--- src/rtl/mcfs_ram.sv ---
// Generic single-write, single-read RAM with registered read data.
// No dependencies.
`timescale 1ns / 1ps
module mcfs_ram #(
    parameter int WIDTH = 32,
    parameter int DEPTH = 32,
    localparam int AW   = (DEPTH > 1) ? $clog2(DEPTH) : 1
) (
    input  logic             aclk,
    input  logic             we,
    input  logic [AW-1:0]    waddr,
    input  logic [WIDTH-1:0] wdata,
    input  logic [AW-1:0]    raddr,
    output logic [WIDTH-1:0] rdata
);

    logic [WIDTH-1:0] mem [DEPTH];
    logic [WIDTH-1:0] rdata_reg;

    always_ff @(posedge aclk) begin
        if (we) begin
            mem[waddr] <= wdata;
        end
        rdata_reg <= mem[raddr];
    end

    assign rdata = rdata_reg;

endmodule

--- config.mk ---
export PLATFORM = sky130hd
export DESIGN_NAME = mcfs_ram
export DESIGN_NICKNAME = d
export VERILOG_FILES = /design/src/rtl/mcfs_ram.sv
export SDC_FILE = /design/constraint.sdc
export NUM_CORES = 1
export LEC_CHECK = 0
export ABC_CLOCK_PERIOD_IN_PS = 3050
export CAP_MARGIN = 20
export CORE_MARGIN = 4
export CORE_UTILIZATION = 35
export CTS_BUF_LIST = sky130_fd_sc_hd__clkbuf_8 sky130_fd_sc_hd__clkbuf_16
export DETAILED_ROUTE_END_ITERATION = 7
export DONT_BUFFER_PORTS = 1
export PLACE_DENSITY = 0.52
export SETUP_SLACK_MARGIN = 0.4
export SLEW_MARGIN = 20
export SYNTH_ARGS = -nofsm -noshare
export SYNTH_HDL_FRONTEND = slang
export SYNTH_SLANG_ARGS = --single-unit
export TNS_END_PERCENT = 30
--- constraint.sdc ---
create_clock -name aclk -period 3.05 [get_ports aclk]
set_input_delay 0.305 -clock aclk [delete_from_list [all_inputs] [get_ports aclk]]
set_output_delay 0.305 -clock aclk [all_outputs]
set_load 0.1 [all_outputs]
==> flow_metrics.py <==
metrics = {
    "logic_synthesis": {
        "syn_inst": 2260,
        "syn_nets": 2304,
        "yosysSeqAreaShare_pct": 77.5,
        "synth_area_mm2": 0.0405,
        "synth_warnings": 0,
        "ys_ff_latch": 1056,
        "synth.distinct_cells": 25,
        "avgSynthCellArea_um2": 17.9,
    },
    "worst_hold_path": {
        "min_path_type": "primary input to register",
    },
    "die": {
        "die-area_mm2": 0.121,
        "ioPinCount": 76,
        "coreArea_mm2": 0.115,
        "die_w_um": 348,
        "die_height_um": 348,
        "start_util_pct": 35.3,
        "fp-row-count": 124,
    },
    "timing": {
        "tns_ns": 0,
        "hold_viol_final": 0,
        "rsz0062_at_grt": "no",
        "maxSlewViolCount": 301,
        "max_freq_ghz": 0.462,
        "tightest_slew_ns": 2.34,
        "fin_crit_ns": 2.16,
        "max_slew_margin_pct": -55.9,
        "fin_skew_ns": 0.0258,
        "setup_violations": 0,
        "layout_setup_ws_ns": 0.886,
        "fin_crit_sh_pct": 71.0,
    },
    "power": {
        "total_power_mw": 30.6,
        "power_density_mw_per_mm2": 658,
        "leakagePower_nw": 16.0,
        "ir_worst_vdd_mv": 0.462,
    },
    "worst_setup_path": {
        "regToRegSetupSlack_ns": 1.52,
        "cp_max_fo": 512,
        "crit_type": "primary input to register",
        "arrival_ns": 2.69,
        "worst_setup_path_start_kind": "primary input",
        "required_ns": 3.57,
        "crit_path_end_kind": "register",
    },
    "grt": {
        "antenna_found_initial": 2,
        "grt_usage_pct": 16.2,
        "grt.overflow.total": 0,
        "grt_pass1_wl_um": 145000,
        "grt_pass1_vias": 21021,
        "grt_start_max_net_pins": 513,
    },
    "finish": {
        "num-nets-final": 2396,
        "area_growth_pct": 14.8,
        "largest_reg_flops": 1024,
        "final_common_cell": "edfxtp_1",
        "drive_gt1_share_pct": 11.7,
        "final_cell_mix": "edfxtp_1, mux2i_1, clkbuf_16",
    },
    "routing": {
        "route.detailed.drc": 0,
        "drt_iter0_drc": 1581,
        "num_vias": 20401,
        "final_antenna_net_count": 0,
        "wl_per_cell_um": 25.2,
        "drt-total-wl_um": 99500,
        "dr.pass1.iters": 5,
        "via_per_inst": 5.16,
    },
    "place": {
        "io_buffers": 0,
        "gp_congestion": 0.736,
        "dp_slack_ns": 0.601,
        "dpl.hpwl_um": 52300,
    },
    "clocking": {
        "cts_setup_buffers": 0,
        "cts_tree": "done",
        "htree_levels": 3,
        "cts.sinks": 1056,
        "cts.reportedPaths.clkPinSlew_ns": 0.06,
        "clock_latency_ns": 0.69,
        "cts_root_buffer": "clkbuf_16",
        "cts_buffers": 108,
        "clockBufferDepth": 3,
    },
    "run_status": {
        "status": "finished, violations left",
        "violations": "max-slew violations",
    },
    "run": {
        "drv_cap": 0,
    },
}
## synth_stat cells, drive strengths merged
master,count,area (µm²)
edfxtp,1024,30700
mux2i,512,5120
nand2,98,368
nand3,98,490
a21oi,96,480
a22oi,96,721
buf,79,566
a22o,64,561
clkbuf,48,188
nor2,34,128
a31oi,32,200
dfxtp,32,641
nor3,32,160
nand3b,5,37.5
or3b,3,26.3
nand2b,2,12.5
and2,1,6.26
and2b,1,7.51
nor2b,1,6.26
or2,1,6.26
or3,1,6.26
## stage by stage
stage	std cells	instance area [µm²]	util [%]	hold slack, ns
floorplan	2260	40500	-	0.404
global placement	3714	42600	37.2	0.406
detailed placement	3714	42600	37.2	0.407
CTS	3955	46500	40.6	0.133
global route	3955	46500	40.5	0.141
finish	3957	46500	40.5	0.141
## worst max-delay path, cell delays in order
cell and delay, ns:
mux2i_1 0.70, nand2_1 0.11, a31oi_1 0.33, nand3_1 0.14
## path summary, 6_finish.rpt
path	cells after the start	startpoint	to
hold / removal	1	wdata[13]	mem[20][13]
hold reg to reg	4	mem[26][20]	rdata[20]
setup / recovery	4	raddr[0]	rdata[23]
setup reg to reg	5	mem[1][7]	rdata[7]
## cell type report
cell class / count / area, µm²
fill: 10228 / 68200
sequential: 1056 / 31400
multi-input combinational: 1077 / 8610
clock buffer: 111 / 2740
tap: 1512 / 1890
timing repair buffer: 109 / 1150
clock inverter: 90 / 673
antenna: 2 / 5.00
## kinds of logic after synthesis
| group | share of synthesized area (%) |
|---|---|
| flip-flops | 77.5 |
| multiplexers | 12.7 |
| AO/OA/AOI/OAI | 4.85 |
| buffers and inverters | 1.86 |
| AND/OR/NAND/NOR | 3.10 |
## per-layer routing
layer / share of wire [%] / routed length, µm / global-route usage, %
met5: 0 / 0 / 0
met2: 50 / 49600 / 27.8
met3: 4.2 / 4130 / 2.51
met4: 1.8 / 1760 / 3.96
met1: 44 / 44000 / 21.6
## power breakdown
group / switching, mW / internal (mW)
Sequential: 0.469 / 16.1
Clock: 5.45 / 7.19
Combinational: 0.832 / 0.518
Total: 6.75 / 23.8
## timing repair
action	4_1_cts	5_1_grt
hold buffers	40	0
resized for setup	0	0
hold endpoints to repair	1024	0
No activity file was read; power rests on OpenSTA's default activity.
