===== src/rtl/mcfs_pkg.sv =====
// Shared types, constants and score arithmetic for the motif cluster forward scorer.
// No dependencies; imported by the exp lane, the log-sum unit, the top level and the testbench.
`timescale 1ns / 1ps
package mcfs_pkg;

    typedef logic signed [31:0] score_t;
    typedef logic signed [15:0] pen_t;

    localparam score_t     MINF         = 32'sh8000_0000;
    localparam score_t     SCORE_MAX    = 32'sh7FFF_FFFF;
    localparam score_t     SCORE_START  = -32'sd4096;
    localparam int         FIELD_MOTIFS = 4;
    localparam logic [5:0] COUNT_MAX    = 6'd63;
    localparam int         DEF_MAX_MOTIFS    = 4;
    localparam int         DEF_MAX_MOTIF_LEN = 32;
    localparam int         FRAC_BITS    = 12;
    localparam logic [3:0] FRAC_LAST    = 4'd11;

    localparam logic [2:0] REG_CLUSTER_IN  = 3'd0;
    localparam logic [2:0] REG_CLUSTER_OUT = 3'd1;
    localparam logic [2:0] REG_INSIDE_STAY = 3'd2;
    localparam logic [2:0] REG_OUTSIDE_STAY = 3'd3;
    localparam logic [2:0] REG_MOTIF_COUNT = 3'd4;
    localparam logic [2:0] REG_MOTIF_PEN   = 3'd5;
    localparam logic [2:0] REG_MOTIF_LEN   = 3'd6;

    function automatic logic [15:0] exp_coef(input logic [3:0] k);
        logic [15:0] c;
        case (k)
            4'd0:    c = 16'd65525;
            4'd1:    c = 16'd65514;
            4'd2:    c = 16'd65492;
            4'd3:    c = 16'd65447;
            4'd4:    c = 16'd65359;
            4'd5:    c = 16'd65182;
            4'd6:    c = 16'd64830;
            4'd7:    c = 16'd64132;
            4'd8:    c = 16'd62757;
            4'd9:    c = 16'd60097;
            4'd10:   c = 16'd55109;
            4'd11:   c = 16'd46341;
            default: c = 16'd0;
        endcase
        return c;
    endfunction

    function automatic score_t add_term(input score_t s, input pen_t a, input pen_t b);
        logic signed [33:0] v;
        score_t r;
        v = 34'(s) + 34'(a) + 34'(b);
        if (s == MINF || v <= -34'sd2147483648) begin
            r = MINF;
        end else if (v > 34'sd2147483647) begin
            r = SCORE_MAX;
        end else begin
            r = v[31:0];
        end
        return r;
    endfunction

endpackage


===== src/rtl/mcfs_exp_lane.sv =====
// One exp2 lane: weight 2^-(base-term) in Q.16, one fraction bit per step.
// Depends on mcfs_pkg.
`timescale 1ns / 1ps
module mcfs_exp_lane
    import mcfs_pkg::*;
(
    input  logic        aclk,
    input  logic        load,
    input  logic        step,
    input  logic [3:0]  k,
    input  score_t      base,
    input  score_t      term,
    output logic [16:0] weight
);

    logic signed [32:0] d;
    logic [16:0] r_reg, r_next;
    logic [11:0] f_reg;
    logic [4:0]  sh_reg;
    logic        zero_reg;
    logic [32:0] prod;
    logic [33:0] rnd;

    assign d    = 33'(base) - 33'(term);
    assign prod = 33'(r_reg) * 33'(exp_coef(k));
    assign rnd  = 34'(prod) + 34'd32768;

    always_comb begin
        r_next = r_reg;
        if (f_reg[k]) begin
            r_next = rnd[32:16];
        end
    end

    always_ff @(posedge aclk) begin
        if (load) begin
            r_reg    <= 17'd65536;
            f_reg    <= d[11:0];
            sh_reg   <= d[16:12];
            zero_reg <= (term == MINF) || (d[32:12] >= 21'd17);
        end else if (step) begin
            r_reg <= r_next;
        end
    end

    assign weight = zero_reg ? 17'd0 : (r_reg >> sh_reg);

endmodule


===== src/rtl/mcfs_logsum.sv =====
// Log2-domain sum of N scores: max stage, N exp2 lanes, then a merging sum and
// a serial square-and-compare log2. Depends on mcfs_pkg and mcfs_exp_lane.
`timescale 1ns / 1ps
module mcfs_logsum
    import mcfs_pkg::*;
#(
    parameter int N = 2
) (
    input  logic   aclk,
    input  logic   aresetn,
    input  logic   start,
    input  score_t terms [N],
    output logic   busy,
    output score_t result
);

    localparam int SW = 17 + $clog2(N + 1);

    localparam logic [2:0] LS_IDLE = 3'd0;
    localparam logic [2:0] LS_MAX  = 3'd1;
    localparam logic [2:0] LS_LOAD = 3'd2;
    localparam logic [2:0] LS_EXP  = 3'd3;
    localparam logic [2:0] LS_SUM  = 3'd4;
    localparam logic [2:0] LS_NORM = 3'd5;
    localparam logic [2:0] LS_LOG  = 3'd6;
    localparam logic [2:0] LS_FIN  = 3'd7;

    logic [2:0]  state_reg, state_next;
    logic [3:0]  cnt_reg, cnt_next;
    score_t      terms_reg [N];
    score_t      base_reg, base_next;
    score_t      result_reg, result_next;
    logic [SW-1:0] sum_reg, sum_next;
    logic [30:0] x_reg, x_next;
    logic [15:0] lg_reg, lg_next;
    logic [16:0] weight [N];
    logic [4:0]  msb;
    logic [4:0]  msb_off;
    logic [61:0] sq;
    logic [31:0] xs;
    logic signed [32:0] fin;

    for (genvar i = 0; i < N; i++) begin : g_lane
        mcfs_exp_lane u_lane (
            .aclk   (aclk),
            .load   (state_reg == LS_LOAD),
            .step   (state_reg == LS_EXP),
            .k      (cnt_reg),
            .base   (base_reg),
            .term   (terms_reg[i]),
            .weight (weight[i])
        );
    end

    always_comb begin
        msb = 5'd0;
        for (int b = 0; b < SW; b++) begin
            if (sum_reg[b]) begin
                msb = 5'(b);
            end
        end
    end

    assign msb_off = msb - 5'd16;
    assign sq      = 62'(x_reg) * 62'(x_reg);
    assign xs      = sq[61:30];
    assign fin     = 33'(base_reg) + 33'($signed({1'b0, lg_reg}));

    always_comb begin
        state_next  = state_reg;
        cnt_next    = cnt_reg;
        base_next   = base_reg;
        result_next = result_reg;
        sum_next    = sum_reg;
        x_next      = x_reg;
        lg_next     = lg_reg;
        case (state_reg)
            LS_IDLE: begin
                if (start) begin
                    state_next = LS_MAX;
                end
            end
            LS_MAX: begin
                base_next = MINF;
                for (int i = 0; i < N; i++) begin
                    if (terms_reg[i] > base_next) begin
                        base_next = terms_reg[i];
                    end
                end
                state_next = LS_LOAD;
            end
            LS_LOAD: begin
                cnt_next = 4'd0;
                if (base_reg == MINF) begin
                    result_next = MINF;
                    state_next  = LS_IDLE;
                end else begin
                    state_next = LS_EXP;
                end
            end
            LS_EXP: begin
                cnt_next = cnt_reg + 4'd1;
                if (cnt_reg == FRAC_LAST) begin
                    state_next = LS_SUM;
                end
            end
            LS_SUM: begin
                sum_next = '0;
                for (int i = 0; i < N; i++) begin
                    sum_next = sum_next + SW'(weight[i]);
                end
                state_next = LS_NORM;
            end
            LS_NORM: begin
                x_next     = 31'(sum_reg) << (5'd30 - msb);
                lg_next    = {msb_off[3:0], 12'd0};
                cnt_next   = FRAC_LAST;
                state_next = LS_LOG;
            end
            LS_LOG: begin
                if (xs[31]) begin
                    x_next           = xs[31:1];
                    lg_next[cnt_reg] = 1'b1;
                end else begin
                    x_next = xs[30:0];
                end
                cnt_next = cnt_reg - 4'd1;
                if (cnt_reg == 4'd0) begin
                    state_next = LS_FIN;
                end
            end
            LS_FIN: begin
                result_next = (fin > 33'sd2147483647) ? SCORE_MAX : fin[31:0];
                state_next  = LS_IDLE;
            end
            default: begin
                state_next = LS_IDLE;
            end
        endcase
    end

    always_ff @(posedge aclk) begin
        if (!aresetn) begin
            state_reg <= LS_IDLE;
        end else begin
            state_reg <= state_next;
        end
        cnt_reg    <= cnt_next;
        base_reg   <= base_next;
        result_reg <= result_next;
        sum_reg    <= sum_next;
        x_reg      <= x_next;
        lg_reg     <= lg_next;
        if (start && state_reg == LS_IDLE) begin
            terms_reg <= terms;
        end
    end

    assign busy   = (state_reg != LS_IDLE);
    assign result = result_reg;

endmodule


===== config.mk =====
export PLATFORM = sky130hd
export DESIGN_NAME = mcfs_logsum
export DESIGN_NICKNAME = d
export VERILOG_FILES = /design/src/rtl/mcfs_pkg.sv /design/src/rtl/mcfs_exp_lane.sv /design/src/rtl/mcfs_logsum.sv
export SDC_FILE = /design/constraint.sdc
export NUM_CORES = 2
export LEC_CHECK = 0
export BUFFER_PORTS_ARGS = -buffer_cell sky130_fd_sc_hd__clkbuf_2
export CAP_MARGIN = 20
export CELL_PAD_IN_SITES_DETAIL_PLACEMENT = 0
export CELL_PAD_IN_SITES_GLOBAL_PLACEMENT = 2
export CORE_MARGIN = 3
export CORE_UTILIZATION = 43
export CTS_CLUSTER_DIAMETER = 30
export CTS_CLUSTER_SIZE = 16
export DETAILED_ROUTE_END_ITERATION = 6
export PLACE_DENSITY_LB_ADDON = 0.3
export SETUP_SLACK_MARGIN = 0.02
export SYNTH_ARGS = -nofsm -noshare
export SYNTH_HDL_FRONTEND = slang
export SYNTH_HIERARCHICAL = 1
export SYNTH_SLANG_ARGS = --single-unit

===== constraint.sdc =====
create_clock -name aclk -period 10.8 [get_ports aclk]
set_clock_uncertainty 0.15 [all_clocks]
set_input_delay 1.08 -clock aclk [delete_from_list [all_inputs] [get_ports aclk]]
set_output_delay 1.08 -clock aclk [all_outputs]
set_load 0.05 [all_outputs]

==> results.md <==
- First DRT Iteration DRCs: approximately 2800
- WL/cell: roughly 21 µm
- Slew margin rel.: between 20% and 30%
- Initial antenna violation count: 3
- Final cell count without fillers: between 9000 and 10000
- YS warnings: 6
- Commonest non-fill, non-tap cell in the layout: inv_1
- Crit path arrival time: 9.48 ns
- Clock transition at the registers of the reported paths: roughly 0.040 ns
- Setup crit end kind: flop
- Top FF cell, synth: edfxtp_1
- Postcts setup bufs: 0
- Min cycle time layout: around 9.3 ns
- Vias/cell: 5.27
- Logic pwr share: between 70 and 80%
- Vias in the first global route: between 50000 and 60000
- Clk Latency, worst-skew pair: about 0.65 ns
- Cts hold-fix bufs: 0
- Pint: 6.62 mW
- GPL Wtd Cong: between 0.9 and 1
- Fin util: about 47%
- Clock Tree Root: clkbuf_16
- Seq cells post-synth: 270
- DR pass1 iterations: 5
- Fin. Hold Viols: 0
- Leakage: 34.9 nW
- Synth Net Count: roughly 9000
- Final setup vio count: 0
- Setup CP Type: reg2reg
- Seq/Total Area, Yosys: 12.0%
- Die height: between 300 and 400 µm
- Routed length on met1: between 80 and 90 mm
- Reg2reg setup slack: ~1.5 ns
- Die Span X: between 300 and 400 µm
- Worst VDD drop: around 0.75 mV
- Required @ worst endpoint: roughly 11 ns
- CP max stage delay: 1.09 ns
- RSZ-0062 raised after global routing: no
- Pin count of the biggest net entering global routing: 65
- WL met3: ~8.7 mm
- Fmax: 108 MHz
- IO buf count: between 90 and 100
- Cell count after synthesis: ~7000
- Placeable core area: 148000 µm²
- Layout cells sized above 1: under 10%
- Clock Tree Buf Depth: 3
- Drt total wl: ~190 mm
- First-pass GRT wire length: approximately 310 mm
- Final nets: 8925
- GR Overflow Total: 0
- WL met2: around 93 mm
- Area Overhead vs Synth: 8.60%
- I/O pins: 100
- Post-route setup TNS: 0 ns
- Worst path most repeated cell: fa_1
- Most frequent cells in the layout: inv_1 (1588), fa_1 (1166), nand2_1 (708), ha_1 (643), and2_1 (428)
- Inserted Clock Buffers: 73
- CTS tree: built
- Sw Share: between 40% and 50%
- Starting Density: between 40 and 50%
- Post-synth EDFFs: roughly 230
- Synth cell types: between 100 and 150
- Post_cts resized: 0
- Post-placement cell count: roughly 9000
- Ys async rst share: 0%
- Status: finished, final reports clean
- H-Tree Level Count: 3
- Worst-Margin Slew: between 1 and 1.5 ns
- Vias: roughly 48000
- DRC: 0
- Die ar.: 155000 µm²
- Pins over their slew limit: 0
- CP max stage cell: edfxtp_1
- PwrDens: between 150 and 200 nW/µm²
- Clk pwr share: 17.8%
- Post-Syn Area: between 60000 and 70000 µm²
- Max Cap Viol: 0
- Worst-path fanout max: 28
- Max reg flops: between 60 and 70
- Placement Rows: 141
- Worst min path class: reg2reg
- Fin crit share: roughly 86%
- Top layer reached by signal wires: met4
- Total track usage: about a quarter
- ANT nets after route: 0
- Psw: 6.57 mW
- Critical path launch point type: flop
- Detailed Place HPWL: 154 mm
- Syn Area/Cell: just over 9 µm²
- CTS sink cnt: 270
- Register share of total power: around an eighth
[power groups by stage]
stage                     Sequential (mW)  Clock (mW)  Combinational [mW]
after detailed placement             1.57           0                9.36
after global placement               1.57           0                9.30
after floorplan                      1.36           0                7.09
after CTS                            1.55        2.39                9.47
final                                1.56        2.34                9.28
after global routing                 1.57        2.45                10.8
[cell families after synthesis]
family                   after synthesis  synth area share, %
AND/OR/NAND/NOR                     1888                 14.4
buffers and inverters               1877                 11.0
adder cells (fa/ha/maj)             1809                 48.6
AO/OA/AOI/OAI                        883                 8.98
flip-flops                           270                 12.0
XOR/XNOR                             163                 2.21
multiplexers                         157                 2.81
[routing by layer]
metal  GRT usage (%)  vias to the layer above
li1                -                    22300
met1            34.7                    24400
met2            42.7                     1067
met3            2.94                      193
met4            5.50                        0
met5               0                        -
[stage by stage]
| step | area [µm²] | hold WS, ns | total power [mW] | setup slack, ns |
|---|---|---|---|---|
| after CTS | 70000 | 0.325 | 13.4 | 1.57 |
| after detailed placement | 67400 | 0.315 | 10.9 | 1.59 |
| final | 70100 | 0.324 | 13.2 | 1.54 |
| after floorplan | 64500 | 0.335 | 8.45 | 2.67 |
| after global routing | 70100 | 0.377 | 14.8 | 1.07 |
| after global placement | 67300 | 0.315 | 10.9 | 1.69 |
[synth_stat cells (10+ instances only)]
cell	number	area (µm²)
xnor2_1	103	902
a21oi_1	294	1470
a21o_1	72	541
or2_2	10	62.6
fa_1	1166	23300
a221oi_1	14	123
a21boi_0	12	90.1
xor2_1	60	526
nand2_1	708	2660
o21ai_0	122	611
buf_1	10	37.5
o21ai_1	26	130
nand2b_1	49	307
and3_1	50	313
or4_1	12	90.1
o211ai_1	30	225
nand3_1	99	495
nor2b_1	47	294
nand4_1	50	313
mux2_2	45	507
a31o_2	10	87.6
nor4_1	41	257
o2111ai_1	11	96.3
o21bai_1	28	210
dfxtp_1	37	741
a211oi_1	30	225
nand3b_1	17	128
nor3_1	61	305
ha_1	643	8050
mux4_2	15	338
buf_2	12	60.1
a211o_1	12	105
o22ai_1	26	163
inv_1	1588	5960
clkbuf_1	257	965
nor2_1	275	1030
o21a_1	26	195
edfxtp_1	233	7000
a31oi_1	40	250
mux2i_1	96	961
and2_1	428	2680
[critical path: cells and delay by family, from the launching register on]
family,cells,cell delay (ns)
and+or+nand+nor,6,1.47
AOI/OAI and AO/OA,5,0.95
buffers and inverters,5,0.86
adders and majority gates,9,4.45
DFF,1,1.09
[final timing paths]
path | from | endpoint | cells past startpoint
min | g_lane[1].u_lane/r_reg[13]$_SDFFE_PP0P_ | g_lane[1].u_lane/r_reg[13]$_SDFFE_PP0P_ | 2
max reg2reg | x_reg[11]$_DFFE_PP_ | x_reg[27]$_DFFE_PP_ | 25
max | x_reg[11]$_DFFE_PP_ | x_reg[27]$_DFFE_PP_ | 25
min reg2reg | g_lane[1].u_lane/r_reg[13]$_SDFFE_PP0P_ | g_lane[1].u_lane/r_reg[13]$_SDFFE_PP0P_ | 2
[cell type report]
type / count / area, µm²
fillers: 14400 / 78300
clock buffers: 83 / 1900
multi-input cells: 4900 / 49800
diodes: 1 / 2.50
clock inverters: 52 / 758
flip-flops and latches: 270 / 7740
inverters: 1589 / 5960
repair buffers: 215 / 1430
well taps: 2002 / 2500
Power figures use the tool's default switching activity.
